$ cat src/frx_ram.sv
// Single-port synchronous RAM with registered read data.
module frx_ram #(
	parameter int unsigned DEPTH = 256,
	parameter int unsigned WIDTH = 8,
	localparam int unsigned AW   = $clog2(DEPTH)
) (
	input  logic             clk,
	input  logic             we,
	input  logic             re,
	input  logic [AW-1:0]    addr,
	input  logic [WIDTH-1:0] wdata,
	output logic [WIDTH-1:0] rdata
);

	logic [WIDTH-1:0] mem [DEPTH];

	// Write or read one entry per cycle
	always_ff @(posedge clk) begin
		if (we) begin
			mem[addr] <= wdata;
		end
		if (re) begin
			rdata <= mem[addr];
		end
	end

endmodule

$ cat config.mk
export PLATFORM = sky130hd
export DESIGN_NAME = frx_ram
export DESIGN_NICKNAME = d
export VERILOG_FILES = /design/src/frx_ram.sv
export SDC_FILE = /design/constraint.sdc
export NUM_CORES = 2
export LEC_CHECK = 0
export BUFFER_PORTS_ARGS = -buffer_cell sky130_fd_sc_hd__buf_2
export CAP_MARGIN = 10
export CORE_MARGIN = 4
export CORE_UTILIZATION = 58
export CTS_CLUSTER_SIZE = 25
export DETAILED_ROUTE_END_ITERATION = 8
export GPL_TIMING_DRIVEN = 0
export PLACE_DENSITY = 0.74
export SETUP_SLACK_MARGIN = 0.05
export SYNTH_ARGS = -nofsm -noshare
export SYNTH_HDL_FRONTEND = slang
export SYNTH_SLANG_ARGS = --single-unit
$ cat constraint.sdc
create_clock -name clk -period 8.46 [get_ports clk]
set_clock_uncertainty 0.1 [all_clocks]
set_input_delay 1.269 -clock clk [delete_from_list [all_inputs] [get_ports clk]]
set_output_delay 1.269 -clock clk [all_outputs]
set_load 0.01 [all_outputs]
Word level (Yosys, flattened, before mapping). Memory sizes are Yosys's and may differ from the RTL's. A register that Yosys moved wholly into a read port is not among the register bits. Index checks and enable logic that the tools add are counted.

Logic and storage cells: 3. ROM bits: 0. Output and inout bits: 8. Bits in latches: 0. Flip-flop bits (word level): 0. Bits in writable memories: 2048. Bits of input ports: 19. Memories: 1.

Memories: mem (depth 256, width 8, read ports 1, clocked after memory_dff 1, write ports 1, RTL line 15) `logic [WIDTH-1:0] mem [DEPTH];`.

$mul: 0. Order comparisons: 0. Add/subtract/negate cells: 0. Eq/ne operators: 0. Bitwise operators: 0. Muxes and demuxes: 2. Shifts and indexed selects: 0. Reduce and logical (&&, ||, !) cells: 0. Div/mod/pow operators: 0.

Operators with widths (number): $mux 1 (2).

Longest topological paths before layout.
Word-level depth: 2. Depth in mapped cells: 10. Depth with buffers taken out: 5.

Worst setup path before layout. OpenSTA, ideal clock, no wires.

Kind: input -> register. Start point: input addr[1]. End point: memory mem[111][0] (enable). Required time: 7.990 ns. Stages on the path: 9. Arrival time: 3.118 ns. Library setup time: 0.370 ns. Setup slack: 4.872 ns. Buffers on the path: 5. Cells stage by stage: buf_2 > clkbuf_1 > clkbuf_1 > nand2_1 > buf_2 > nor2_1 > nand2_1 > clkbuf_1 > nor2_1.

RTL lines: from (decl) (RTL line 10) `input logic [AW-1:0] addr,`; to (decl) (RTL line 15).

No word-level cell before the write port.

==> metrics.cfg <==
[placement]
post-dp-hpwl_um=126000
dpl_worst_slack_ns=2.27
io_buffers=22
place_inst=5356
routabilityCongestion=1.00

[synth]
synthDistinctLibCells=21
muxShareOfSynthArea=0.147
synthCells=3547
synth_top_family_by_area=multiplexers
synth-xor-area-share=0
synth_compound_area_frac=0.0362
ys_warn_count=0
synthesis.nets=3566
synth_fa_ha_area_frac=0
synthSimpleGateAreaFrac=0.0173
synthesis.area_mm2=0.0786
ys_seq_area_frac=0.786
yosys_register_bits=2056
avgSynthCellArea_um2=22.2

[worst_setup_path]
critPathKind=input port to flip-flop
worstPathMaxFanout=10
end_kind=flip-flop
cp-start-kind=input port
cp.arrival_ns=6.04
reg2reg_depth=5
required_ns=8.72

[global_route]
grt-ovfl-total=0
antenna_found_initial=13
grt_max_degree=142
grt_pass1_wl_um=284000
grt_pass1_vias=39000
grt_usage=0.285

[sta]
finalSetupTns_ns=0
final-setup-viol-count=0
drv_slew=0
rsz0062_at_grt=false
timing.hold.ws_ns=0.763
hold_violations=0
worst_slew_pin_slew_ns=1.41
finalCriticalPeriod_ns=5.79
period_share=0.684
max-slew-margin-rel=0.0463
timing.final.ws_setup_ns=2.67
max_freq_mhz=173

[routing]
ant_nets=0
vias=39700
finalWirelength_um=199000
viasPerCell=6.90
drt-wirelength-per-cell_um=34.7
drtIter0Drc=6564
firstDrtPassIters=6
drc=0

[clock_tree]
post_cts_resized=0
cts_setup_buffers=0
clk_latency_ns=0.86
ctsHoldBuffers=0
cts_buffers=196
cts_tree=built
cts_num_sinks=2056
htree_levels=4
cts_buffer_depth=3
clkSlewWorstSetupHoldPaths_ns=0.06
cts_root_buf=clkbuf_16

[hold_path]
hp-class=input port to flip-flop
hold_path_depth=1

[cells_and_area]
nNetsFinal=3822
layout-drive-gt1-share=0.231
most-common-layout-cells=edfxtp_1, mux4_2, a22oi_1
layout_commonest_cell=edfxtp_1
fin_cells=5748
syn_to_final_growth_pct=11.5

[die]
num_io_pins=27
row_count=134
die_x_um=376
die-area_mm2=0.141
initial_core_util=0.587
die_h_um=376
core_mm2=0.134

[outcome]
status=complete, no violations

[flow_run]
cap_violations=0

[pwr]
power_mw=20.7
power.leakage_nw=26.5
powerDensity_mw_per_mm2=237
ir_drop_v=0.000249

worst max-delay path, cell delays in order:
cell and delay, ns:
buf_2 0.25, clkbuf_1 0.92, buf_1 0.67, mux4_2 0.45, a22oi_1 0.24, a21oi_1 0.24
o41ai_1 1.29, nand4_1 0.67
state kept, by name (all words and copies together) (netlist names):
name and count:
mem 2048, rdata 8
kinds of logic (layout without fill, tap and decap cells):
| logic type | count (synthesis) | count (layout) |
|---|---|---|
| and+or+nand+nor | 330 | 330 |
| other | 0 | 11 |
| AOI/OAI and AO/OA | 416 | 416 |
| DFF | 2056 | 2056 |
| muxes | 512 | 512 |
| buffers and inverters | 233 | 655 |
worst paths after layout:
path                                  start  endpoint  slack, ns
worst min-delay path                     re  rdata[7]       0.76
worst min register to register   mem[38][7]  rdata[7]       1.00
worst max register to register  mem[164][1]  rdata[1]       4.58
worst max-delay path                addr[1]  rdata[1]       2.67
synthesized netlist by cell type:
| cell | number | area, um^2 |
|---|---|---|
| nand4_1 | 8 | 50.1 |
| o41ai_1 | 32 | 280 |
| a22oi_1 | 256 | 1920 |
| nand3_1 | 13 | 65.1 |
| nand2_1 | 28 | 105 |
| mux4_2 | 512 | 11500 |
| buf_1 | 19 | 71.3 |
| clkbuf_1 | 145 | 544 |
| buf_2 | 36 | 180 |
| nor2_1 | 232 | 871 |
| buf_4 | 16 | 120 |
| edfxtp_1 | 2056 | 61700 |
| and2_1 | 3 | 18.8 |
| nor3_1 | 30 | 150 |
| buf_6 | 16 | 180 |
| a21oi_1 | 128 | 641 |
| or3_1 | 1 | 6.26 |
| nor2b_1 | 7 | 43.8 |
| nand2b_1 | 6 | 37.5 |
| inv_1 | 1 | 3.75 |
| or2_2 | 2 | 12.5 |
per-stage QoR:
| stage | util | area (um^2) |
|---|---|---|
| after floorplan | - | 78600 |
| after global placement | 0.604 | 80900 |
| after detailed placement | 0.607 | 81300 |
| after CTS | 0.653 | 87500 |
| after global routing | 0.654 | 87600 |
| final | 0.654 | 87600 |
metal layers:
metal  up-vias  part of all wire  track usage
met5         -           0.00052            0
met4        14             0.049        0.122
met3       507              0.13       0.0954
met2      2859              0.47        0.431
met1     20700              0.36        0.387
li1      15600                 -            -
cell type report:
class                           instances  area, um^2
Sequential cell                      2056       61700
Fill cell                            8344       46400
Multi-Input combinational cell       1258       15700
Clock buffer                          241        5120
Tap cell                             1768        2210
Buffer                                232        1120
Clock inverter                        123        1050
Timing Repair Buffer                   58         593
Antenna cell                           11        27.5
Inverter                                1        3.75
power breakdown:
| group | total [mW] | leakage [nW] | switching [mW] | internal (mW) |
|---|---|---|---|---|
| clock network | 8.47 | 2.99 | 3.77 | 4.70 |
| logic | 1.00 | 5.06 | 0.680 | 0.324 |
| registers | 11.2 | 18.5 | 0.00813 | 11.2 |
| total | 20.7 | 26.5 | 4.46 | 16.3 |
(Power assumes the default switching activity.)
