File: src/frx_pkg.sv
// Shared types, constants and helpers of the flash update receiver.
package frx_pkg;

	// Store geometry
	localparam int unsigned PAGE_BYTES  = 256;
	localparam int unsigned STORE_BYTES = 65536;
	localparam int unsigned ADDR_W      = $clog2(STORE_BYTES);
	localparam int unsigned OFF_W       = $clog2(PAGE_BYTES + 1);
	localparam int unsigned CNT_W       = 32;
	localparam int unsigned PSTART_W    = CNT_W + 1;

	// Result queue geometry
	localparam int unsigned FIFO_DEPTH = 4;
	localparam int unsigned PTR_W      = $clog2(FIFO_DEPTH);
	localparam int unsigned LVL_W      = $clog2(FIFO_DEPTH + 1);
	localparam int unsigned MAX_RES    = 3;

	// Protocol framing
	localparam int unsigned HDR_LEN    = 6;
	localparam int unsigned SIZE_BYTES = 4;

	// Link byte codes
	localparam logic [7:0] HDR_FIRST      = 8'h13;
	localparam logic [7:0] HDR_DATA_END   = 8'h18;
	localparam logic [7:0] HDR_VERIFY_END = 8'h19;
	localparam logic [7:0] HDR_COMMIT_END = 8'h20;
	localparam logic [7:0] RSP_OK         = 8'hF0;
	localparam logic [7:0] RSP_FAIL       = 8'hF1;
	localparam logic [7:0] RSP_PAGE       = 8'h13;
	localparam logic [7:0] RSP_COMMIT_A   = 8'h15;
	localparam logic [7:0] RSP_COMMIT_B   = 8'h16;
	localparam logic [7:0] PAD_BYTE       = 8'hFF;

	typedef struct packed {
		logic       mode;
		logic [7:0] rx_byte;
	} frx_in_t;

	typedef struct packed {
		logic [7:0] reply_byte;
		logic       last_of_run;
		logic       commit;
		logic       failed;
	} frx_out_t;

	typedef struct packed {
		logic     valid;
		frx_out_t data;
	} frx_push_t;

	typedef struct packed {
		logic              we;
		logic              re;
		logic [ADDR_W-1:0] addr;
		logic [7:0]        wdata;
	} frx_mem_t;

	// Expected header byte at a given position
	function automatic logic [7:0] hdr_want(input logic [2:0] idx, input logic [7:0] last_byte);
		logic [7:0] w;
		if (idx < 3'(HDR_LEN - 1)) begin
			w = HDR_FIRST + {5'b0, idx};
		end else begin
			w = last_byte;
		end
		return w;
	endfunction

endpackage

File: src/frx_fifo.sv
// Result queue between the sequencer and the reply channel.
module frx_fifo
	import frx_pkg::*;
(
	input  logic      clk,
	input  logic      arst_n,
	input  frx_push_t push,
	output logic      full,
	output logic      rsp_valid,
	input  logic      rsp_stall,
	output frx_out_t  rsp
);

	frx_out_t          slot_q [FIFO_DEPTH];
	logic [PTR_W-1:0]  wr_ptr_q;
	logic [PTR_W-1:0]  rd_ptr_q;
	logic [LVL_W-1:0]  level_q;
	logic              pop;

	assign full      = (level_q == LVL_W'(FIFO_DEPTH));
	assign rsp_valid = (level_q != '0);
	assign rsp       = slot_q[rd_ptr_q];
	assign pop       = rsp_valid && !rsp_stall;

	// Store pushed results
	always_ff @(posedge clk) begin
		if (push.valid) begin
			slot_q[wr_ptr_q] <= push.data;
		end
	end

	// Advance pointers and fill level
	always_ff @(posedge clk or negedge arst_n) begin
		if (!arst_n) begin
			wr_ptr_q <= '0;
			rd_ptr_q <= '0;
			level_q  <= '0;
		end else begin
			if (push.valid) begin
				wr_ptr_q <= wr_ptr_q + 1'b1;
			end
			if (pop) begin
				rd_ptr_q <= rd_ptr_q + 1'b1;
			end
			if (push.valid && !pop) begin
				level_q <= level_q + 1'b1;
			end else if (pop && !push.valid) begin
				level_q <= level_q - 1'b1;
			end
		end
	end

endmodule

File: config.mk
export PLATFORM = sky130hd
export DESIGN_NAME = frx_fifo
export DESIGN_NICKNAME = d
export VERILOG_FILES = /design/src/frx_pkg.sv /design/src/frx_fifo.sv
export SDC_FILE = /design/constraint.sdc
export NUM_CORES = 1
export LEC_CHECK = 0
export ABC_AREA = 1
export BUFFER_PORTS_ARGS = -buffer_cell sky130_fd_sc_hd__buf_4
export CAP_MARGIN = 20
export CELL_PAD_IN_SITES_DETAIL_PLACEMENT = 1
export CELL_PAD_IN_SITES_GLOBAL_PLACEMENT = 2
export CORE_MARGIN = 2
export CORE_UTILIZATION = 38
export CTS_CLUSTER_DIAMETER = 80
export DETAILED_ROUTE_END_ITERATION = 16
export GPL_ROUTABILITY_DRIVEN = 0
export PLACE_DENSITY_LB_ADDON = 0.05
export SLEW_MARGIN = 30
export SYNTH_ARGS = -nofsm -noshare
export SYNTH_HDL_FRONTEND = slang
export SYNTH_SLANG_ARGS = --single-unit
File: constraint.sdc
create_clock -name clk -period 1.9 [get_ports clk]
set_input_delay 0.285 -clock clk [delete_from_list [all_inputs] [get_ports clk]]
set_output_delay 0.285 -clock clk [all_outputs]
set_load 0.005 [all_outputs]
# Yosys cells after proc, flatten, opt, wreduce, memory -nomap -nowiden
# Memory sizes are Yosys's and may differ from the RTL's.
# Index checks and enable logic that the tools add are counted.
# word_totals
ff_bits,7
ramBits,44
out_inout_bits,13
word_cells,21
memories,1
# classes
add_sub_neg,4
eq_ne,1
mux,4
n_reduce_logical,8
# mem_list
name,depth,width,rd,rd_clocked_by_memory_dff,wr,line_no,rtl
slot_q,4,11,1,0,1,frx_fifo.sv:14,frx_out_t slot_q [FIFO_DEPTH];
# op_table
cell,count
3-bit 2-to-1 mux,2
2-bit by 1-bit adder with 2-bit output (second input constant),2
3-bit by 1-bit adder with 3-bit output (second input constant),1
3-bit == test (second input constant),1
1-bit logical AND,3
1-bit zero test,3
3-bit nonzero test,1
3-bit by 1-bit subtractor with 3-bit output (second input constant),1
1-bit 2-to-1 mux,2
2-bit nonzero test,1

# Logic depth before layout (Yosys ltp)
# depth
ltp_word,5
ltp_mapped,11
depth_no_buf,11

# Least setup slack after synthesis
# OpenSTA, ideal clock, no wires.
# synth_path
path_type,flip-flop to flip-flop
from,register level_q[0]
to,register level_q[2]
setup_ns,0.117
t_arrival_ns,1.529
t_required_ns,1.783
path_slack_ns,0.254
stages_incl_launch_ff,11
path_buffers,0
path_cell_list,dfrtp_1 > nor2_1 > nand2_1 > nand2_1 > ha_1 > inv_1 > fa_1 > nand2_1 > nand3_1 > nand2_1 > nand2_1
# synth_via
elab_chain_cells,5
word_cells_on_any_way,10
# synth_lines
item,line_no,rtl
"start, declared",frx_fifo.sv:17,logic [LVL_W-1:0] level_q;
"start signal, assigned",frx_fifo.sv:46,level_q <= level_q + 1'b1;
"start signal, assigned",frx_fifo.sv:48,level_q <= level_q - 1'b1;
3-bit nonzero test *,frx_fifo.sv:21,assign rsp_valid = (level_q != '0);
via rsp_valid,frx_fifo.sv:9,"output logic rsp_valid,"
1-bit logical AND *,frx_fifo.sv:23,assign pop = rsp_valid && !rsp_stall;
1-bit zero test,frx_fifo.sv:45,if (push.valid && !pop) begin
1-bit logical AND,frx_fifo.sv:45,
3-bit 2-to-1 mux / 2-bit nonzero test (equally long branches),n/a,
# Mark *: on every way through the listed nets, which the timed path passes. The rest lies on a longest branch. The select of a mux whose other input is x is not followed.
# A chain may end at the register's enable or synchronous reset.

# Worst setup path after layout
# layout_path
from,register level_q[0]
to,register level_q[2]
# layout_via
elab_chain_cells,5
word_cells_on_any_way,10
# layout_lines
item
"parallel branches: the longest is 5 deep, another holds 3-bit by 1-bit subtractor with 3-bit output"
# Several ways; the timed one is not identified. The select of a mux whose other input is x is not followed.

==> results.sh <==
export IMPL_synth_compound_area_share_pct=7.78
export IMPL_crit_family="simple AND/OR/NAND/NOR gates"
export IMPL_combPwrFrac_pct=39.5
export IMPL_switching_power_mw=1.31
export IMPL_avgSynthCellArea_sq_um=12.0
export IMPL_drc=0
export IMPL_drive_above_1_share_pct=21.8
export IMPL_finalCritPeriodShare_pct=95.1
export IMPL_cp_endpoint="level_q[2]"
export IMPL_synthCells=183
export IMPL_clockBufferDepth=2
export IMPL_setup_ws_ps=92.4
export IMPL_maxSlewHeadroom_pct=63.6
export IMPL_rows=27
export IMPL_cts_root_buf="clkbuf_8"
export IMPL_ys_seq_elements=51
export IMPL_core_sq_um=5540
export IMPL_drv_cap=0
export IMPL_mostFrequentLayoutCell="nand2_1"
export IMPL_wl_per_cell_microns=15.3
export IMPL_postRouteAntennaNets=0
export IMPL_p_int_mw=2.54
export IMPL_grt_pass1_wl_mm=7.22
export IMPL_syn_area_sq_um=2190
export IMPL_start_util_pct=39.5
export IMPL_overflow=0
export IMPL_crit_chain="nor2_1 -> nand2_2 -> nand2_1 -> ha_1 -> inv_1 -> fa_2 -> inv_1 -> nand2_1 -> nand3_1 -> nand2_1 -> nand2_1"
export IMPL_grt_pass1_vias=1461
export IMPL_antenna_found_initial=0
export IMPL_min_period_ps=1810
export IMPL_fmax_ghz=0.553
export IMPL_die_area_sq_um=6380
export IMPL_dpl_hpwl_mm=2.98
export IMPL_r2r_end="level_q[2]"
export IMPL_cts_sinks=51
export IMPL_path_common_cell="nand2_1"
export IMPL_die_w_microns=79.9
export IMPL_synth_top_family_by_area="simple AND/OR/NAND/NOR gates"
export IMPL_status="finished, final reports clean"
export IMPL_yosys_mux_area_fraction_pct=0
export IMPL_numCtsBuffers=5
export IMPL_cts_htree_levels=2
export IMPL_reg2reg_slack_ps=90
export IMPL_numPortBuffers=27
export IMPL_crit_fanout=5
export IMPL_wl_mm=4.45
export IMPL_cts_tree="yes"
export IMPL_pwr_share_seq_pct=41.2
export IMPL_clk_latency_ps=300
export IMPL_leakagePower_nw=1.15
export IMPL_dr_pass1_iters=4
export IMPL_crit_path_start="level_q[0]"
export IMPL_clock_skew_ps=4.83
export IMPL_hold_worst_slack_ps=174
export IMPL_critPathMaxStageDelay_ps=420
export IMPL_placed_area_sq_um=2480
export IMPL_cp_num_cells=11
export IMPL_design_area_sq_um=2620
export IMPL_ys_seq_area_share_pct=68.4
export IMPL_first_iter_violations=43
export IMPL_tightestPinTransition_ps=545
export IMPL_hold_path_class="input pin to register"
export IMPL_finalSetupTns_ps=0
export IMPL_final_cell_mix="nand2_1 (50), edfxtp_1 (44), inv_1 (34), buf_4 (34), o211ai_1 (22)"
export IMPL_worstSetupPathType="register to register"
export IMPL_synth_simple_area_share_pct=10.5
export IMPL_r2r_start="level_q[0]"
export IMPL_synth_warnings=0
export IMPL_route_vias_total=1390
export IMPL_pre_cts_ws_ps=30.2
export IMPL_clk_pin_slew_ps=90
export IMPL_worstPathArrival_ps=2050
export IMPL_antenna_cells=0
export IMPL_synthAdderAreaFrac_pct=3.78
export IMPL_setup_violations=0
export IMPL_die_height_microns=79.9
export IMPL_netlist_cell_type_count=18
export IMPL_vias_per_cell=4.76
export IMPL_grt_max_degree=45
export IMPL_ff2ff_path_depth=11
export IMPL_p_clk_share_pct=19.4
export IMPL_start_kind="register"
export IMPL_critical_path_endpoint_type="register"
export IMPL_switching_share_pct=34.0
export IMPL_slew_violations=0
export IMPL_final_nets=240
export IMPL_required_ps=2140
export IMPL_ir_drop_mv=0.617
export IMPL_cp_num_buf_inv=2
export IMPL_synthXorXnorAreaFrac_pct=0.801
export IMPL_ios=28
export IMPL_p_per_area_nw_per_um2=1460
export IMPL_syn_to_final_growth_pct=20.0
export IMPL_hold_viol_final=0
export IMPL_grtUsageTotal_pct=15.5
export IMPL_syn_nets=204
export IMPL_slowest_stage="dfrtp_2"
==> area by class of cell <==
type / instances / area, sq um
fillers: 615 / 2920
well taps: 72 / 90.1
multi-input cells: 90 / 507
repair buffers: 36 / 285
flip-flops and latches: 51 / 1500
clock buffers: 5 / 68.8
inverters: 35 / 131
clock inverters: 3 / 43.8
==> cells by family after synthesis <==
logic type | after synthesis
AOI/OAI and AO/OA | 23
buffers and inverters | 42
DFF | 51
and+or+nand+nor | 59
xor gates and xnor gates | 2
adders and majority gates | 6
==> how the worst min path moves through the flow <==
stage,startpoint,end,slack [ps],cells after the start
final,push[0],slot_q[2][0],170,1
after global routing,push[2],slot_q[0][2],160,1
after CTS,push[4],slot_q[2][4],170,1
after detailed placement,arst_n,level_q[2],110,1
after global placement,arst_n,level_q[2],110,1
after floorplan,arst_n,level_q[0],-10,0
==> what timing repair did <==
action | CTS | global route
endpoints found under the setup margin | 0 | 1
endpoints found under the hold margin | 7 | 0
gates resized for setup | 0 | 4
hold buffers | 1 | 0
setup buffers | 0 | 2
==> layer usage <==
| layer | global-route usage [%] | part of all wire, % | vias up |
|---|---|---|---|
| li1 | - | - | 679 |
| met1 | 17.2 | 42 | 685 |
| met2 | 28.4 | 52 | 21 |
| met3 | 4.30 | 4.0 | 5 |
| met4 | 5.08 | 1.4 | 0 |
| met5 | 0 | 0 | - |
==> synth_stat cells <==
cell      instances  area [sq um]
nand2_1          52           195
edfxtp_1         44          1320
inv_1            34           128
o211ai_1         22           165
dfrtp_1           7           175
ha_1              5          62.6
buf_6             4          45.0
nand3_1           3          15.0
buf_2             2          10.0
nor2_1            2          7.51
clkbuf_2          1          5.00
fa_1              1          20.0
inv_2             1          3.75
nand4_1           1          6.26
nor3_1            1          5.00
o21ai_1           1          5.00
xnor2_1           1          8.76
xor2_1            1          8.76
==> sequential cells by signal (all words and copies together), names as in the netlist <==
| signal | cells |
|---|---|
| level_q | 3 |
| rd_ptr_q | 2 |
| slot_q | 44 |
| wr_ptr_q | 2 |
==> worst register-to-register path: stages, from the launching register on <==
cell and delay, ps:
dfrtp_2 420, nor2_1 130, nand2_2 100, nand2_1 90, ha_1 170, inv_1 90
fa_2 370, inv_1 70, nand2_1 70, nand3_1 100, nand2_1 60, nand2_1 80
==> power groups by stage <==
stage / combinational, mW / clock [mW] / sequential [mW]
final: 1.52 / 0.745 / 1.58
after global routing: 1.72 / 0.814 / 1.61
after CTS: 1.48 / 0.767 / 1.60
after detailed placement: 1.47 / 0 / 1.63
after global placement: 1.40 / 0 / 1.61
after floorplan: 0.881 / 0 / 1.60
==> stage by stage <==
step | total power [mW] | cells | util [%]
global placement | 3.01 | 281 | 44.7
CTS | 3.85 | 290 | 46.9
floorplan | 2.48 | 183 | -
finish | 3.84 | 292 | 47.4
detailed placement | 3.09 | 281 | 44.7
global route | 4.14 | 292 | 47.4
Note: power is estimated with default switching activity, not from simulation.
