## src/frx_pkg.sv

```systemverilog
// Shared types, constants and helpers of the flash update receiver.
package frx_pkg;

	// Store geometry
	localparam int unsigned PAGE_BYTES  = 256;
	localparam int unsigned STORE_BYTES = 65536;
	localparam int unsigned ADDR_W      = $clog2(STORE_BYTES);
	localparam int unsigned OFF_W       = $clog2(PAGE_BYTES + 1);
	localparam int unsigned CNT_W       = 32;
	localparam int unsigned PSTART_W    = CNT_W + 1;

	// Result queue geometry
	localparam int unsigned FIFO_DEPTH = 4;
	localparam int unsigned PTR_W      = $clog2(FIFO_DEPTH);
	localparam int unsigned LVL_W      = $clog2(FIFO_DEPTH + 1);
	localparam int unsigned MAX_RES    = 3;

	// Protocol framing
	localparam int unsigned HDR_LEN    = 6;
	localparam int unsigned SIZE_BYTES = 4;

	// Link byte codes
	localparam logic [7:0] HDR_FIRST      = 8'h13;
	localparam logic [7:0] HDR_DATA_END   = 8'h18;
	localparam logic [7:0] HDR_VERIFY_END = 8'h19;
	localparam logic [7:0] HDR_COMMIT_END = 8'h20;
	localparam logic [7:0] RSP_OK         = 8'hF0;
	localparam logic [7:0] RSP_FAIL       = 8'hF1;
	localparam logic [7:0] RSP_PAGE       = 8'h13;
	localparam logic [7:0] RSP_COMMIT_A   = 8'h15;
	localparam logic [7:0] RSP_COMMIT_B   = 8'h16;
	localparam logic [7:0] PAD_BYTE       = 8'hFF;

	typedef struct packed {
		logic       mode;
		logic [7:0] rx_byte;
	} frx_in_t;

	typedef struct packed {
		logic [7:0] reply_byte;
		logic       last_of_run;
		logic       commit;
		logic       failed;
	} frx_out_t;

	typedef struct packed {
		logic     valid;
		frx_out_t data;
	} frx_push_t;

	typedef struct packed {
		logic              we;
		logic              re;
		logic [ADDR_W-1:0] addr;
		logic [7:0]        wdata;
	} frx_mem_t;

	// Expected header byte at a given position
	function automatic logic [7:0] hdr_want(input logic [2:0] idx, input logic [7:0] last_byte);
		logic [7:0] w;
		if (idx < 3'(HDR_LEN - 1)) begin
			w = HDR_FIRST + {5'b0, idx};
		end else begin
			w = last_byte;
		end
		return w;
	endfunction

endpackage

```

## src/frx_ctrl.sv

```systemverilog
// Session sequencer: header checks, paging, verify compare, padding and erase sweeps.
module frx_ctrl
	import frx_pkg::*;
(
	input  logic       clk,
	input  logic       arst_n,
	input  logic       cmd_valid,
	output logic       cmd_stall,
	input  frx_in_t    cmd,
	output frx_push_t  push,
	input  logic       fifo_full,
	output frx_mem_t   mem,
	input  logic [7:0] mem_rdata
);

	typedef enum logic [4:0] {
		ST_IDLE  = 5'b00001,
		ST_READ  = 5'b00010,
		ST_EMIT  = 5'b00100,
		ST_PAD   = 5'b01000,
		ST_ERASE = 5'b10000
	} frx_st_t;

	typedef enum logic [6:0] {
		PH_IDLE       = 7'b0000001,
		PH_HDR_DATA   = 7'b0000010,
		PH_SIZE       = 7'b0000100,
		PH_DATA       = 7'b0001000,
		PH_HDR_VERIFY = 7'b0010000,
		PH_VERIFY     = 7'b0100000,
		PH_HDR_COMMIT = 7'b1000000
	} frx_phase_t;

	typedef struct packed {
		logic [7:0] reply_byte;
		logic       commit;
		logic       failed;
	} frx_res_t;

	localparam frx_res_t RES_OK       = '{RSP_OK, 1'b0, 1'b0};
	localparam frx_res_t RES_FAIL     = '{RSP_FAIL, 1'b0, 1'b1};
	localparam frx_res_t RES_PAGE     = '{RSP_PAGE, 1'b0, 1'b0};
	localparam frx_res_t RES_COMMIT   = '{RSP_OK, 1'b1, 1'b0};
	localparam frx_res_t RES_COMMIT_A = '{RSP_COMMIT_A, 1'b0, 1'b0};
	localparam frx_res_t RES_COMMIT_B = '{RSP_COMMIT_B, 1'b0, 1'b0};

	frx_st_t             st_q;
	frx_st_t             after_q;
	frx_phase_t          phase_q;
	logic [2:0]          hidx_q;
	logic [CNT_W-1:0]    image_size_q;
	logic [CNT_W-1:0]    byte_count_q;
	logic                good_q;
	logic [PSTART_W-1:0] page_start_q;
	logic [PSTART_W-1:0] page_end_q;
	logic [OFF_W-1:0]    off_q;
	logic [7:0]          rx_q;
	frx_res_t            res_q [MAX_RES];
	logic [1:0]          res_n_q;
	logic [1:0]          emit_idx_q;
	logic [ADDR_W:0]     pad_addr_q;
	logic [ADDR_W-1:0]   erase_addr_q;

	logic                accept;
	logic [7:0]          hdr_final;
	logic                hdr_good_nx;
	logic                hdr_done;
	logic [CNT_W-1:0]    size_nx;
	logic [PSTART_W-1:0] page_lim;
	logic [PSTART_W-1:0] page_end_c;
	logic                fits;
	logic [CNT_W-1:0]    cnt_nx;
	logic [OFF_W-1:0]    off_nx;
	logic                at_page_end;
	logic                at_image_end;
	logic                verify_good_nx;
	logic                pad_needed;
	logic [ADDR_W:0]     pad_addr_nx;
	logic                pad_last;
	logic                emit_last;

	assign cmd_stall = (st_q != ST_IDLE);
	assign accept    = cmd_valid && (st_q == ST_IDLE);

	// Header byte check
	always_comb begin
		if (phase_q == PH_HDR_DATA) begin
			hdr_final = HDR_DATA_END;
		end else if (phase_q == PH_HDR_VERIFY) begin
			hdr_final = HDR_VERIFY_END;
		end else begin
			hdr_final = HDR_COMMIT_END;
		end
	end
	assign hdr_good_nx = good_q && (cmd.rx_byte == hdr_want(hidx_q, hdr_final));
	assign hdr_done    = (hidx_q == 3'(HDR_LEN - 1));
	assign size_nx     = {image_size_q[CNT_W-9:0], cmd.rx_byte};

	// Page bounds: end is the smaller of page limit and image size
	assign page_lim   = page_start_q + PSTART_W'(PAGE_BYTES);
	assign page_end_c = (page_lim < {1'b0, image_size_q}) ? page_lim : {1'b0, image_size_q};
	assign fits       = (page_end_q <= PSTART_W'(STORE_BYTES));

	// Byte bookkeeping in the read stage
	assign cnt_nx         = byte_count_q + 1'b1;
	assign off_nx         = off_q + 1'b1;
	assign at_page_end    = ({1'b0, cnt_nx} == page_end_q);
	assign at_image_end   = (cnt_nx == image_size_q);
	assign verify_good_nx = good_q && !((phase_q == PH_VERIFY) && fits && (mem_rdata != rx_q));
	assign pad_needed     = (phase_q == PH_DATA) && fits && (off_nx != OFF_W'(PAGE_BYTES))
	                        && (page_end_q < PSTART_W'(STORE_BYTES));

	// Padding sweep bounds
	assign pad_addr_nx = pad_addr_q + 1'b1;
	assign pad_last    = (off_nx == OFF_W'(PAGE_BYTES)) || (pad_addr_nx == (ADDR_W+1)'(STORE_BYTES));

	// Result push
	assign emit_last              = (emit_idx_q == (res_n_q - 2'd1));
	assign push.valid             = (st_q == ST_EMIT) && !fifo_full;
	assign push.data.reply_byte   = res_q[emit_idx_q].reply_byte;
	assign push.data.last_of_run  = emit_last;
	assign push.data.commit       = res_q[emit_idx_q].commit;
	assign push.data.failed       = res_q[emit_idx_q].failed;

	// Store port: data write, verify read, pad and erase sweeps
	always_comb begin
		mem.we    = 1'b0;
		mem.re    = accept && cmd.mode && (phase_q == PH_VERIFY);
		mem.addr  = byte_count_q[ADDR_W-1:0];
		mem.wdata = PAD_BYTE;
		if (st_q == ST_READ) begin
			mem.we    = (phase_q == PH_DATA) && fits;
			mem.wdata = rx_q;
		end else if (st_q == ST_PAD) begin
			mem.we   = 1'b1;
			mem.addr = pad_addr_q[ADDR_W-1:0];
		end else if (st_q == ST_ERASE) begin
			mem.we   = 1'b1;
			mem.addr = erase_addr_q;
		end
	end

	// Sequencer
	always_ff @(posedge clk or negedge arst_n) begin
		if (!arst_n) begin
			st_q         <= ST_IDLE;
			after_q      <= ST_IDLE;
			phase_q      <= PH_IDLE;
			hidx_q       <= '0;
			image_size_q <= '0;
			byte_count_q <= '0;
			good_q       <= 1'b1;
			page_start_q <= '0;
			page_end_q   <= '0;
			off_q        <= '0;
			rx_q         <= '0;
			for (int i = 0; i < MAX_RES; i++) begin
				res_q[i] <= RES_OK;
			end
			res_n_q      <= '0;
			emit_idx_q   <= '0;
			pad_addr_q   <= '0;
			erase_addr_q <= '0;
		end else begin
			unique case (st_q)
				ST_IDLE: begin
					if (accept) begin
						if (!cmd.mode) begin
							// Begin a session from any phase
							phase_q      <= PH_HDR_DATA;
							hidx_q       <= '0;
							good_q       <= 1'b1;
							byte_count_q <= '0;
							page_start_q <= '0;
							off_q        <= '0;
							res_q[0]     <= RES_OK;
							res_n_q      <= 2'd1;
							after_q      <= ST_IDLE;
							st_q         <= ST_EMIT;
						end else begin
							unique case (phase_q) inside
								PH_IDLE: begin
									phase_q <= PH_IDLE;
								end
								PH_HDR_DATA, PH_HDR_VERIFY, PH_HDR_COMMIT: begin
									good_q <= hdr_good_nx;
									hidx_q <= hidx_q + 3'd1;
									if (hdr_done) begin
										hidx_q  <= '0;
										res_n_q <= 2'd1;
										after_q <= ST_IDLE;
										st_q    <= ST_EMIT;
										if (!hdr_good_nx) begin
											res_q[0] <= RES_FAIL;
											phase_q  <= PH_IDLE;
										end else if (phase_q == PH_HDR_DATA) begin
											res_q[0]     <= RES_OK;
											image_size_q <= '0;
											phase_q      <= PH_SIZE;
										end else if (phase_q == PH_HDR_VERIFY) begin
											res_q[0]     <= RES_OK;
											byte_count_q <= '0;
											page_start_q <= '0;
											off_q        <= '0;
											if (image_size_q == '0) begin
												res_q[1] <= RES_OK;
												res_n_q  <= 2'd2;
												good_q   <= 1'b1;
												phase_q  <= PH_HDR_COMMIT;
											end else begin
												phase_q <= PH_VERIFY;
											end
										end else begin
											// Commit accepted: report, then erase the store
											res_q[0]     <= RES_COMMIT;
											res_q[1]     <= RES_COMMIT_A;
											res_q[2]     <= RES_COMMIT_B;
											res_n_q      <= 2'd3;
											phase_q      <= PH_IDLE;
											good_q       <= 1'b1;
											byte_count_q <= '0;
											page_start_q <= '0;
											off_q        <= '0;
											after_q      <= ST_ERASE;
										end
									end
								end
								PH_SIZE: begin
									image_size_q <= size_nx;
									hidx_q       <= hidx_q + 3'd1;
									if (hidx_q == 3'(SIZE_BYTES - 1)) begin
										hidx_q       <= '0;
										byte_count_q <= '0;
										page_start_q <= '0;
										off_q        <= '0;
										res_q[0]     <= RES_OK;
										res_n_q      <= 2'd1;
										after_q      <= ST_IDLE;
										st_q         <= ST_EMIT;
										if (size_nx == '0) begin
											res_q[1] <= RES_OK;
											res_n_q  <= 2'd2;
											good_q   <= 1'b1;
											phase_q  <= PH_HDR_VERIFY;
										end else begin
											phase_q <= PH_DATA;
										end
									end
								end
								PH_DATA, PH_VERIFY: begin
									rx_q       <= cmd.rx_byte;
									page_end_q <= page_end_c;
									st_q       <= ST_READ;
								end
								default: begin
									phase_q <= PH_IDLE;
								end
							endcase
						end
					end
				end
				ST_READ: begin
					// Write or compare one image byte; at a page end, close the page
					good_q       <= verify_good_nx;
					byte_count_q <= cnt_nx;
					off_q        <= off_nx;
					st_q         <= ST_IDLE;
					if (at_page_end) begin
						page_start_q <= page_lim;
						res_q[0]     <= RES_PAGE;
						res_n_q      <= 2'd1;
						pad_addr_q   <= page_end_q[ADDR_W:0];
						st_q         <= ST_EMIT;
						if (pad_needed) begin
							after_q <= ST_PAD;
						end else begin
							after_q <= ST_IDLE;
							off_q   <= '0;
						end
						if (at_image_end) begin
							res_n_q <= 2'd2;
							if (phase_q == PH_DATA) begin
								res_q[1] <= RES_OK;
								phase_q  <= PH_HDR_VERIFY;
								hidx_q   <= '0;
								good_q   <= 1'b1;
							end else if (verify_good_nx) begin
								res_q[1] <= RES_OK;
								phase_q  <= PH_HDR_COMMIT;
								hidx_q   <= '0;
								good_q   <= 1'b1;
							end else begin
								res_q[1] <= RES_FAIL;
								phase_q  <= PH_IDLE;
								hidx_q   <= '0;
							end
						end
					end
				end
				ST_EMIT: begin
					// Hand results to the queue one per cycle while the queue is not full
					if (!fifo_full) begin
						if (emit_last) begin
							emit_idx_q <= '0;
							st_q       <= after_q;
						end else begin
							emit_idx_q <= emit_idx_q + 2'd1;
						end
					end
				end
				ST_PAD: begin
					// Fill the rest of a short page
					pad_addr_q <= pad_addr_nx;
					off_q      <= off_nx;
					if (pad_last) begin
						off_q <= '0;
						st_q  <= ST_IDLE;
					end
				end
				ST_ERASE: begin
					// Sweep the whole store
					if (erase_addr_q == ADDR_W'(STORE_BYTES - 1)) begin
						erase_addr_q <= '0;
						st_q         <= ST_IDLE;
					end else begin
						erase_addr_q <= erase_addr_q + 1'b1;
					end
				end
				default: begin
					st_q <= ST_IDLE;
				end
			endcase
		end
	end

endmodule

```

## config.mk

```make
export PLATFORM = sky130hd
export DESIGN_NAME = frx_ctrl
export DESIGN_NICKNAME = d
export VERILOG_FILES = /design/src/frx_pkg.sv /design/src/frx_ctrl.sv
export SDC_FILE = /design/constraint.sdc
export NUM_CORES = 1
export LEC_CHECK = 0
export BUFFER_PORTS_ARGS = -buffer_cell sky130_fd_sc_hd__buf_2
export CORE_UTILIZATION = 35
export CTS_CLUSTER_DIAMETER = 80
export DETAILED_ROUTE_END_ITERATION = 12
export GPL_TIMING_DRIVEN = 0
export SYNTH_ARGS = -nofsm -noshare
export SYNTH_HDL_FRONTEND = slang
export SYNTH_SLANG_ARGS = --single-unit
export TNS_END_PERCENT = 30
```

## constraint.sdc

```tcl
create_clock -name clk -period 5 [get_ports clk]
set_input_delay 0.5 -clock clk [delete_from_list [all_inputs] [get_ports clk]]
set_output_delay 0.5 -clock clk [all_outputs]
set_load 0.1 [all_outputs]
```

* Word level (Yosys, flattened, before mapping)
Index checks and enable logic that the tools add are counted.
** Operators by class
- Equal/unequal tests :: 49
- Bitwise logic cells :: 4
- $lt $le $gt $ge :: 5
- Reduce and logical (&&, ||, !) cells :: 36
- Add/subtract/negate cells :: 9
- Mux-type cells :: 140
** Operator list (count)
- $mux 32 :: 9
- $mux 33 :: 8
- $pmux 32 s2 :: 3
- $pmux 33 s2 :: 2
- $mux 10 :: 10
- $mux 20 :: 5
- $mux 5 :: 17
- $mux 7 :: 12
- $mux 9 :: 9
- $pmux 20 s2 :: 2
- $logic_not 32->1 :: 2
- $mux 16 :: 4
- $mux 30 :: 2
- $pmux 17 s2 :: 1
- $add 33x9->33 const B :: 1
- $eq 32x33->1 :: 1
- $le 33x17->1 const B :: 1
- $lt 33x17->1 const B :: 1
- $lt 33x32->1 :: 1
- $add 32x1->32 const B :: 1
- $eq 32x32->1 :: 1
- $reduce_and 7->1 :: 4
- $pmux 9 s3 :: 1
- $mux 2 :: 13
- other kinds (71) :: 132
** Word-level totals
- Bits in registers :: 230
- Output and inout bits :: 39
- Logic and storage cells :: 265

* Depth between registers and ports, before layout
Gate-level depths: netlist of the first run.
- Depth in word-level cells :: 12
- Gate-level depth with buffers :: 20

* Worst setup path after synthesis of the first run
Ideal clock, no wire load.
- Path type :: flip-flop to output port
- Start :: register st_q[0]
- End :: output port mem[19] (netlist bit)
- Path slack :: 0.041 ns
- Cell stages (with the launch flop) :: 5
- Data required time :: 4.500 ns
- Buffers on the path :: 1
- Arrival time :: 4.459 ns
- Cell sequence :: dfstp_2 > or3_1 > nor3b_1 > clkbuf_1 > o311ai_0
** RTL lines
- from (decl) :: RTL line frx_ctrl.sv:47 : frx_st_t st_q;
- from (signal assigned) :: RTL line frx_ctrl.sv:305 : st_q <= after_q;
- to (decl) :: RTL line frx_ctrl.sv:12 : output frx_mem_t mem,

* Worst setup path after layout of the first run
- Start :: register byte_count_q[1]
- End :: register pad_addr_q[13]
** Between the ends
- Longest elaborated chain between the ends :: 4
** Ends and longest elaborated chain
- from (decl) :: RTL line frx_ctrl.sv:52 : logic [CNT_W-1:0] byte_count_q;
- from (signal assigned) :: RTL line frx_ctrl.sv:265 : byte_count_q <= cnt_nx;
- $add 32x1->32 :: RTL line frx_ctrl.sv:105 : assign cnt_nx = byte_count_q + 1'b1;
- $eq 32x33->1 :: RTL line frx_ctrl.sv:107 : assign at_page_end = ({1'b0, cnt_nx} == page_end_q);
- $ne 2x2->1 (no line)
- $reduce_and 2->1 (no line)
- to (signal assigned) :: RTL line frx_ctrl.sv:272 : pad_addr_q <= page_end_q[ADDR_W:0];
- to (signal assigned) :: RTL line frx_ctrl.sv:313 : pad_addr_q <= pad_addr_nx;
- to (decl) :: RTL line frx_ctrl.sv:61 : logic [ADDR_W:0] pad_addr_q;
No other way between the ends.
A chain may end at the register's enable or synchronous reset.

==> results.tsv, run 1 <==
stage	metric	value	unit
run_status	status	completed	
placed_design	DP HPWL	33.91	mm
placed_design	IO Port Bufs	58	
synth	sequential fraction of the synthesis area	37.79	%
power_and_ir_drop	maximum vdd drop	0.2213	mV
synth	top_reg_cell synth	dfrtp_1	
clock_network	clk_lat worst skew	0.55	ns
floorplan	Cell Rows	72	
timing	Fin. Hold Viols	0	
synth	synthesis-stage register bit count	208	
synth	post-synthesis simple-gate area fraction	25.41	%
clock_network	Clock Tree Buf Depth	3	
power_and_ir_drop	Clk pwr share	38.8	%
synth	main combinational cell family by area after synthesis	simple AND/OR/NAND/NOR gates	
route	wire per inst	19.54	um
worst_setup_path	critical path launch point type	register	
global_route	gr usage total	21.99	%
synth	Net Count, Synth	1711	
synth	synthesized instance count	1656	
power_and_ir_drop	Pwr Total	4.665	mW
timing	Sum Neg Setup Slack	0	ns
global_route	total grt overflow	0	
layout	ANT cells	0	
placed_design	Placer Congestion	0.9382	
floorplan	Starting Density	35.63	%
synth	proportion of synthesized area in mux cells	2.094	%
global_route	first-pass GRT wire length	70.51	mm
clock_network	CTS Root Cell	clkbuf_16	
layout	Fillers	3978	
power_and_ir_drop	Comb pwr share	22.3	%
floorplan	IO Count	60	
timing	worst slew pin tran	1.208	ns
route	Vias	13000	
layout	non-filler instance count after layout	2284	
worst_hold_path	Min-Delay Path Class	in -> async	
worst_setup_path	Crit Path Class	reg -> reg	
clock_network	clk slew on worst S/H paths	0.06	ns
power_and_ir_drop	Power Density	297.8	mW/mm^2
route	DRC Markers	0	
synth	Compound-Gate Fraction of Synth Area	18.30	%
synth	unique cell type count in the Yosys netlist	82	
power_and_ir_drop	leakage	6.861	nW
floorplan	Die Wd	200.6	um
job	max cap viols	0	
layout	Seq. cell area	0.005218	sq mm
floorplan	Total Die Area	0.04024	sq mm
floorplan	Die Y	200.6	um
clock_network	CTS tree	done	
worst_setup_path	CP Data Required Time	5.41	ns
timing	Worst slew margin	19.27	%
synth	ys async rst share	100.0	%
route	drt first-iter violations	1311	
clock_network	H-tree Lvls	1	
timing	hold slack final	0.01016	ns
timing	worst clock skew	0.008368	ns
worst_setup_path	critical path arrival	5.18	ns
power_and_ir_drop	Switch Pwr	1.546	mW
synth	post-synthesis xor/xnor area fraction	8.548	%
global_route	vias in the first global route	12300	
synth	number of enable flip-flop cells after synthesis	0	
timing	Max Freq	0.2095	GHz
placed_design	Placed Cells	2234	
layout	layout cell share with drive strength beyond 1	10.59	%
floorplan	core area	0.03874	sq mm
timing	# setup viols final	0	
synth	Post-Synth Adder-Cell Area	3.082	%
route	vias per cell	5.691	
clock_network	total CTS buffers	25	
power_and_ir_drop	share of total power in sequential cells	38.9	%
clock_network	Clock Sinks	208	
route	ANT nets after route	0	
worst_setup_path	CP Capture Type	register	
power_and_ir_drop	Int Power	3.119	mW
layout	fin nets	1802	
synth	synth warn	0	
global_route	initial antenna violation count	1	
timing	Final Cycle Share	95.45	%
route	total wire length	44.62	mm
synth	area of the mapped netlist	0.01380	sq mm
global_route	largest net degree at the start of global routing	106	
synth	average size of a mapped cell	8.335	sq um
power_and_ir_drop	switching share of power	33.14	%
layout	area growth from synthesis to layout	13.50	%
layout	Multi-input gate area	0.007971	sq mm
timing	Max Slew Vio Count	0	
route	first drt pass iteration count	5	
timing	Final min period	4.772	ns
worst_setup_path	CP Max Fanout	10	
## logic make-up (layout without fill, tap and decap cells)
kind of cell               count (synthesis)  in the layout
other                                      1              1
and+or+nand+nor                          702            702
adders and majority gates                 34             34
AOI/OAI and AO/OA                        400            400
xor gates and xnor gates                 130            130
DFF                                      208            208
buffers and inverters                    154            264
muxes                                     27             27
## cell type report
cell class	instances	share of cell area (%)
Multi-Input combinational cell	1294	50.88
Sequential cell	208	33.30
Clock buffer	39	4.648
Tap cell	518	4.137
Buffer	100	2.923
Timing Repair Buffer	64	2.316
Inverter	54	1.294
Clock inverter	7	0.4952
## power groups by stage
stage	Clock (mW)	Sequential, mW	Combinational (mW)
2_1_floorplan	0	1.83	0.768
3_3_place_gp	0	1.84	1.00
3_5_place_dp	0	1.84	1.02
4_1_cts	1.85	1.81	1.03
5_1_grt	1.91	1.82	1.12
6_report	1.81	1.82	1.04
## metrics by stage
step / utilization (%) / setup slack (ns) / instance area, sq um
2_1_floorplan: - / 0.04141 / 13800
3_3_place_gp: 38.06 / -0.8285 / 14740
3_5_place_dp: 38.17 / -0.3620 / 14780
4_1_cts: 40.33 / 0.01895 / 15620
5_1_grt: 40.44 / -0.01160 / 15670
6_report: 40.44 / 0.2277 / 15670
## critical path, stage by stage, from the launching register on
cell and delay (ns):
dfrtp_1 0.46, ha_1 0.35, nand3_1 0.27, clkbuf_1 0.33
nor3_1 0.68, nand2_1 0.20, o22ai_1 0.31, nand4_1 0.19
nor3_1 0.55, nand4_2 0.43, clkbuf_1 0.49, mux2i_1 0.29
a21oi_1 0.06
## metal layers
metal / vias up / global-route usage, % / routed length [um] / part of all wire (%)
met3: 73 / 3.295 / 3096 / 6.9
met2: 488 / 32.81 / 19180 / 43
li1: 6121 / - / - / -
met4: 2 / 6.489 / 1273 / 2.9
met1: 6315 / 32.62 / 21050 / 47
met5: - / 0 / 14 / 0.031
## synth_stat cells, types with 34 or more instances
library cell | instances | area (sq um)
o31ai_1 | 39 | 292.8
o21ai_0 | 140 | 700.7
nor3_1 | 45 | 225.2
a21oi_1 | 76 | 380.4
inv_1 | 54 | 202.7
dfrtp_1 | 199 | 4980
nand2_1 | 247 | 927.1
ha_1 | 34 | 425.4
clkbuf_1 | 65 | 244.0
nor4_1 | 36 | 225.2
nand4_1 | 40 | 250.2
xnor2_1 | 78 | 683.2
nand3_1 | 56 | 280.3
nor2_1 | 136 | 510.5
xor2_1 | 49 | 429.2
## timing repair
action                                 4_1_cts  5_1_grt
endpoints found under the hold margin        0        0
resized for setup                            8        5
pin swaps                                    0        2
hold buffers                                 0        0
setup endpoints to repair                   31       31
setup buffers                                1        3
## final timing paths
kind                            slack, ns                         from  depth (start not counted)                            to
worst max-delay path                 0.23  byte_count_q[1]$_DFFE_PN0P_                         12    pad_addr_q[13]$_DFFE_PN0P_
worst min-delay path                 0.01                       arst_n                          1  page_start_q[29]$_DFFE_PN0P_
worst max register to register       0.23  byte_count_q[1]$_DFFE_PN0P_                         12    pad_addr_q[13]$_DFFE_PN0P_
worst min register to register       0.48       after_q[3]$_DFFE_PN0P_                          1           st_q[3]$_DFFE_PN0P_
max in group asynchronous            3.95                       arst_n                          2   erase_addr_q[6]$_DFFE_PN0P_
min in group clk                     0.18                       cmd[7]                          3           rx_q[7]$_DFFE_PN0P_
## registers in the layout, summed over array words and instances, names as in the netlist
register / flops
good_q: 1
emit_idx_q: 2
page_start_q: 25
page_end_q: 33
image_size_q: 32
res_q: 13
rx_q: 8
byte_count_q: 32
st_q: 5
erase_addr_q: 16
after_q: 3
off_q: 9
phase_q: 7
pad_addr_q: 17
hidx_q: 3
res_n_q: 2
## placed cells by master, fill, tap and decap left out, types with 9 or more instances in the layout
master / count
or4_1: 10
nand3_1: 56
o22ai_1: 15
nor4_1: 36
o31ai_1: 39
a22oi_1: 11
dfrtp_1: 198
mux2i_1: 12
clkbuf_16: 25
a22o_1: 22
and2_1: 11
a21o_1: 22
nand4_1: 40
dfstp_2: 9
ha_1: 33
and4_1: 9
buf_2: 78
nand2_1: 247
clkbuf_1: 70
nor3_1: 44
and3_1: 25
buf_4: 14
o21ai_0: 140
nor2b_1: 10
inv_1: 54
nor2_1: 134
xnor2_1: 77
nand2b_1: 18
or3_1: 11
a21oi_1: 76
xor2_1: 48
No activity file was read; power rests on OpenSTA's default activity.
==> run 2, diff against run 1 <==
- PLACE_DENSITY_LB_ADDON: default -> 0.2
- REMOVE_ABC_BUFFERS: default -> 1
==> run 2 against run 1 <==
Net effect: the run now ends with negative hold slack left; worst hold slack got worse by 0.023 ns; power is 1.3% higher; critical path depth down 2; register-to-register slack better by 0.06 ns; clock-buffer cell count fell by 2; via count decreased by 4.7%; core utilization down 0.37 points; combinational power decreased by 6%; global-route usage shrank 0.87 points; final area down 0.93%; non-clock buffer count shrank 90; clock power is 4% higher.
==> results.tsv, run 2 (synthesized netlist as in run 1, its figures left out) <==
stage	metric	value	unit	change
timing	Fin. Hold Viols	4		+4
worst_setup_path	CP Data Required Time	5.44	ns	+0.03 ns
route	total wire length	42.63	mm	-4.5%
layout	Seq. cell area	0.005216	sq mm	about the same
route	DRC Markers	0		unchanged
global_route	largest net degree at the start of global routing	106		unchanged
clock_network	Clock Tree Buf Depth	3		unchanged
placed_design	DP Area	0.01457	sq mm	-1.4%
global_route	first-pass GRT wire length	68.10	mm	-3.4%
power_and_ir_drop	Int Power	3.180	mW	+2.0%
layout	commonest non-fill, non-tap cell in the layout	nand2_1		
timing	worst slew pin tran	1.172	ns	-0.03646 ns
timing	Worst slew margin	21.66	%	+2.4 points
run_status	status	finished, violations left		
worst_setup_path	critical path arrival	5.15	ns	-0.03 ns
power_and_ir_drop	Clk pwr share	39.8	%	+1.0 points
global_route	initial antenna violation count	0		-1
floorplan	Cell Rows	72		unchanged
placed_design	IO Port Bufs	58		unchanged
layout	most frequent cells in the layout	246 x nand2_1, 199 x dfrtp_1, 139 x o21ai_0		
power_and_ir_drop	leakage	6.731	nW	-1.9%
timing	Final min period	4.713	ns	-0.05966 ns
placed_design	Placer Congestion	0.9069		-3.3%
global_route	total grt overflow	0		unchanged
clock_network	CTS Root Cell	clkbuf_16		
power_and_ir_drop	switching share of power	32.68	%	-0.46 points
power_and_ir_drop	Pwr Total	4.724	mW	+1.3%
timing	Max Slew Vio Count	0		unchanged
route	first drt pass iteration count	6		+1
layout	max reg flops	33		unchanged
layout	area growth from synthesis to layout	12.45	%	
clock_network	H-tree Lvls	1		unchanged
worst_setup_path	CP Capture Type	register		
timing	worst clock skew	0.01372	ns	+0.005357 ns
worst_setup_path	CP Max Fanout	13		+3
power_and_ir_drop	Power Density	304.4	mW/mm^2	+2.2%
floorplan	Die Y	200.6	um	unchanged
timing	Final Cycle Share	94.25	%	-1.2 points
layout	post-layout instance area	0.01552	sq mm	-0.93%
worst_hold_path	Min-Delay Path Class	in -> async		
floorplan	Die Wd	200.6	um	unchanged
global_route	vias in the first global route	11670		-5.1%
timing	hold slack final	-0.01311	ns	-0.02327 ns
timing	Max Freq	0.2122	GHz	+1.3%
layout	top flop regs	page_end_q: 33 flops, byte_count_q: 32 flops, image_size_q: 32 flops		
route	vias per cell	5.648		-0.77%
layout	Biggest register	page_end_q		
floorplan	Starting Density	35.63	%	unchanged
power_and_ir_drop	share of total power in sequential cells	39.4	%	+0.5 points
power_and_ir_drop	Comb pwr share	20.8	%	-1.5 points
run_status	failing checks	negative hold slack		
layout	Multi-input gate area	0.008077	sq mm	+1.3%
route	Vias	12390		-4.7%
floorplan	Total Die Area	0.04024	sq mm	unchanged
route	ANT nets after route	0		unchanged
worst_setup_path	Crit Path Class	reg -> reg		
power_and_ir_drop	Switch Pwr	1.544	mW	-0.14%
layout	ANT cells	0		unchanged
job	max cap viols	0		unchanged
placed_design	DP HPWL	31.33	mm	-7.6%
clock_network	clk slew on worst S/H paths	0.06	ns	about the same
timing	Sum Neg Setup Slack	0	ns	unchanged
layout	fin nets	1712		-5.0%
route	wire per inst	19.44	um	-0.51%
timing	# setup viols final	0		unchanged
layout	layout cell share with drive strength beyond 1	10.39	%	-0.20 points
clock_network	clk_lat worst skew	0.55	ns	about the same
global_route	gr usage total	21.12	%	-0.87 points
clock_network	Clock Sinks	208		unchanged
clock_network	CTS tree	done		
floorplan	IO Count	60		unchanged
layout	Fillers	3999		+0.53%
floorplan	core area	0.03874	sq mm	unchanged
power_and_ir_drop	maximum vdd drop	0.2383	mV	+7.7%
clock_network	total CTS buffers	25		unchanged
worst_setup_path	critical path launch point type	register		
route	drt first-iter violations	901		-31%
-- run 2: cell count changes in the layout (fill, tap and decap cells not counted), moves of 4 or more --
cell	before	now
buf_4	14	4
buf_8	1	5
buf_2	78	57
clkbuf_1	70	5
clkbuf_2	4	0
-- run 2: path summary, 6_finish.rpt --
check                      slack, ns                        start                      endpoint  cells past startpoint
max in group asynchronous       3.91                       arst_n  page_start_q[25]$_DFFE_PN0P_                      2
min in group clk                0.17                       cmd[6]           rx_q[6]$_DFFE_PN0P_                      3
min                            -0.01                       arst_n  erase_addr_q[11]$_DFFE_PN0P_                      1
max                             0.29  byte_count_q[4]$_DFFE_PN0P_        phase_q[6]$_DFFE_PN0P_                     10
min reg2reg                     0.47         res_q[4]$_DFFE_PN0P_          res_q[4]$_DFFE_PN0P_                      1
max reg2reg                     0.29  byte_count_q[4]$_DFFE_PN0P_        phase_q[6]$_DFFE_PN0P_                     10
-- run 2: layer usage --
metal	track usage (%)	wire length, um
met4	7.088	1232
met3	2.435	2232
met5	0	0
met1	31.37	20840
met2	31.65	18320
-- run 2: area by class of cell --
class                           count  share of cell area [%]
Clock buffer                       37                   4.772
Inverter                           54                   1.306
Multi-Input combinational cell   1294                   52.04
Tap cell                          518                   4.176
Sequential cell                   208                   33.61
Clock inverter                      8                  0.6368
Timing Repair Buffer               74                   3.466
-- run 2: power by group through the flow --
stage	logic [mW]	clock network [mW]	registers (mW)
2_1_floorplan	0.686	0	1.85
3_3_place_gp	0.904	0	1.89
3_5_place_dp	0.973	0	1.89
4_1_cts	0.982	1.92	1.86
5_1_grt	1.06	1.99	1.88
6_report	0.981	1.88	1.86
-- run 2: timing repair --
item,CTS,global route
pin swaps,1,1
hold buffers,0,0
endpoints found under the setup margin,40,48
resized for setup,5,11
buffers inserted,1,3
-- run 2: through the flow --
| stage | std cells | setup WS (ns) | util [%] |
|---|---|---|---|
| after CTS | 2190 | 0.05406 | 39.87 |
| after detailed placement | 2144 | -0.4699 | 37.61 |
| after global routing | 2193 | -0.005790 | 40.07 |
| final | 2193 | 0.2873 | 40.07 |
| after floorplan | 1556 | -1.887 | - |
| after global placement | 2132 | -4.335 | 36.89 |
-- run 2: worst max-delay path, cell delays in order, from the launching register on --
cell,delay [ns]
dfrtp_1,0.67
nand3_1,0.37
nor3_2,0.72
nand4b_1,0.47
xnor2_1,0.27
mux2i_1,0.14
nor4_4,0.49
nand4_4,0.27
nor2_4,0.42
a21o_1,0.39
mux2_2,0.38
==> run 3, diff against run 2 <==
- CTS_BUF_LIST: default -> sky130_fd_sc_hd__clkbuf_4
==> run 3 against run 2 <==
Net effect: the run now ends clean; register-to-register slack improved by 0.07 ns; sequential power barely moved; worst hold slack improved by 0.10 ns; via count rose by 1.8%; non-clock buffer count rose by 11; core utilization rose by 0.058 points; power fell by 5.0%; final area rose by 0.15%; global-route usage rose by 0.47 points; clock power fell by 13%; sequential share of layout area barely moved; wire length rose by 1.2%; critical path type unchanged; highest routed layer unchanged.
==> results.tsv, run 3 (synthesized netlist as in run 1, its figures left out) <==
stage	metric	value	unit	change
floorplan	Die Wd	200.6	um	unchanged
route	ANT nets after route	0		unchanged
placed_design	Placed Cells	2144		unchanged
power_and_ir_drop	maximum vdd drop	0.1571	mV	-34%
placed_design	Post-Place Setup Slack	-0.4699	ns	unchanged
layout	top flop regs	page_end_q: 33 flops, byte_count_q: 32 flops, image_size_q: 32 flops		
global_route	initial antenna violation count	2		+2
floorplan	IO Count	60		unchanged
placed_design	DP Area	0.01457	sq mm	unchanged
route	wire per inst	19.04	um	-2.1%
global_route	largest net degree at the start of global routing	106		unchanged
layout	final core occ	40.13	%	+0.058 points
worst_setup_path	critical path launch point type	register		
global_route	first-pass GRT wire length	69.08	mm	+1.4%
layout	Seq. cell area	0.005218	sq mm	about the same
worst_setup_path	CP Max Fanout	25		+12
route	drt first-iter violations	925		+2.7%
layout	Fillers	4032		+0.83%
run_status	status	completed		
job	max cap viols	0		unchanged
worst_setup_path	Crit Path Class	reg -> reg		
worst_setup_path	CP bufs+invs	0		unchanged
worst_setup_path	critical path arrival	5.34	ns	+0.19 ns
worst_setup_path	CP max stage delay	0.60	ns	-0.12 ns
power_and_ir_drop	leakage	6.819	nW	+1.3%
layout	post-layout instance area	0.01554	sq mm	+0.15%
worst_setup_path	CP Capture Type	register		
layout	layout cell share with drive strength beyond 1	13.23	%	+2.8 points
route	Vias	12600		+1.8%
worst_hold_path	Min-Delay Path Class	in -> reg		
layout	Biggest register	page_end_q		
floorplan	Starting Density	35.63	%	unchanged
floorplan	core area	0.03874	sq mm	unchanged
clock_network	clk slew on worst S/H paths	0.07	ns	about the same
clock_network	total CTS buffers	61		+140%
timing	Fin. Hold Viols	0		-4
timing	slack of the critical path	0.3607	ns	+0.07334 ns
floorplan	Die Y	200.6	um	unchanged
clock_network	H-tree Lvls	2		+1
clock_network	clk_lat worst skew	0.81	ns	+0.26 ns
timing	Final min period	4.639	ns	-0.07334 ns
timing	Max Freq	0.2155	GHz	+1.6%
timing	worst slew pin tran	1.162	ns	-0.009358 ns
layout	Multi-input gate area	0.008069	sq mm	about the same
route	vias per cell	5.562		-1.5%
clock_network	Clock Sinks	208		unchanged
timing	Final Cycle Share	92.79	%	-1.5 points
timing	Max Slew Vio Count	0		unchanged
global_route	total grt overflow	0		unchanged
clock_network	CTS Root Cell	clkbuf_4		
floorplan	Total Die Area	0.04024	sq mm	unchanged
worst_setup_path	CP Data Required Time	5.70	ns	+0.26 ns
worst_setup_path	critical path's top delay family	simple AND/OR/NAND/NOR gates		
clock_network	CTS tree	done		
timing	# setup viols final	0		unchanged
layout	max reg flops	33		unchanged
layout	fin nets	1759		+2.7%
route	DRC Markers	0		unchanged
global_route	gr usage total	21.59	%	+0.47 points
worst_setup_path	crit path cell chain	ha_1, nand3_2, or3_1, or4_1, a32oi_1, o211ai_1, nor4_4, nand4_4, nand2_4, a21oi_1, nor3_1		
layout	most frequent cells in the layout	246 x nand2_1, 198 x dfrtp_1, 139 x o21ai_0		
power_and_ir_drop	Power Density	288.7	mW/mm^2	-5.2%
global_route	vias in the first global route	12060		+3.3%
placed_design	DP HPWL	31.33	mm	unchanged
route	total wire length	43.14	mm	+1.2%
route	first drt pass iteration count	5		-1
layout	commonest non-fill, non-tap cell in the layout	nand2_1		
layout	area growth from synthesis to layout	12.61	%	
timing	Worst slew margin	22.28	%	+0.63 points
placed_design	Placer Congestion	0.9069		unchanged
worst_setup_path	critical path's slowest cell	or3_1		
timing	worst clock skew	0.04802	ns	+0.03429 ns
layout	non-filler instance count after layout	2266		+3.3%
placed_design	IO Port Bufs	58		unchanged
timing	hold slack final	0.08927	ns	+0.1024 ns
clock_network	Clock Tree Buf Depth	3		unchanged
floorplan	Cell Rows	72		unchanged
## run 3: cell count changes in the layout (fill, tap and decap cells not counted), moves of 2 or more
cell / previous run / this run
clkbuf_4: 0 / 94
clkbuf_16: 25 / 0
dlygate4sd3_1: 0 / 10
clkinv_1: 0 / 9
clkbuf_8: 7 / 0
clkbuf_1: 5 / 0
clkinv_2: 3 / 0
bufinv_16: 2 / 0
diode_2: 0 / 2
## run 3: path summary, 6_finish.rpt
kind                                                end                   startpoint  cells after the start  slack, ns
min                              phase_q[1]$_DFFE_PN0P_                       cmd[8]                      2       0.09
min reg2reg                        res_q[4]$_DFFE_PN0P_         res_q[4]$_DFFE_PN0P_                      1       0.47
max in group asynchronous  page_start_q[24]$_DFFE_PN0P_                       arst_n                      3       3.58
max                          pad_addr_q[11]$_DFFE_PN0P_  byte_count_q[0]$_DFFE_PN0P_                     11       0.36
max reg2reg                  pad_addr_q[11]$_DFFE_PN0P_  byte_count_q[0]$_DFFE_PN0P_                     11       0.36
min in group asynchronous  erase_addr_q[10]$_DFFE_PN0P_                       arst_n                      2       0.34
## run 3: final cells by class
type                    instances  area share (%)
inverters                      54           1.304
well taps                     518           4.170
diodes                          2         0.03220
flip-flops and latches        208           33.57
clock buffers                  94           4.540
repair buffers                 85           4.154
clock inverters                11          0.3220
multi-input cells            1294           51.91
## run 3: per-layer routing
layer	share of wire, %	track usage, %	vias up
met4	3.0	8.179	0
met2	43	31.80	356
li1	-	-	6069
met5	0	0	-
met1	48	31.01	6101
met3	5.6	4.318	77
## run 3: stage by stage
stage / power, mW / setup TNS, ns
2_1_floorplan: 2.540 / -59.59
5_1_grt: 4.728 / -0.004569
3_3_place_gp: 2.791 / -547.46
4_1_cts: 4.549 / 0
6_report: 4.487 / 0
3_5_place_dp: 2.861 / -9.111
## run 3: what timing repair did
action,4_1_cts,5_1_grt
endpoints found under the hold margin,114,0
gates resized for setup,5,11
setup endpoints to repair,42,48
hold buffers,10,0
gates cloned,0,0
pin swaps,1,3
setup buffers,1,4
## run 3: power breakdown
| group | leakage, nW | internal (mW) | switching [mW] | total, mW |
|---|---|---|---|---|
| Combinational | 3.52 | 0.306 | 0.680 | 0.986 |
| Clock | 0.451 | 0.843 | 0.796 | 1.64 |
| Sequential | 2.85 | 1.75 | 0.108 | 1.86 |
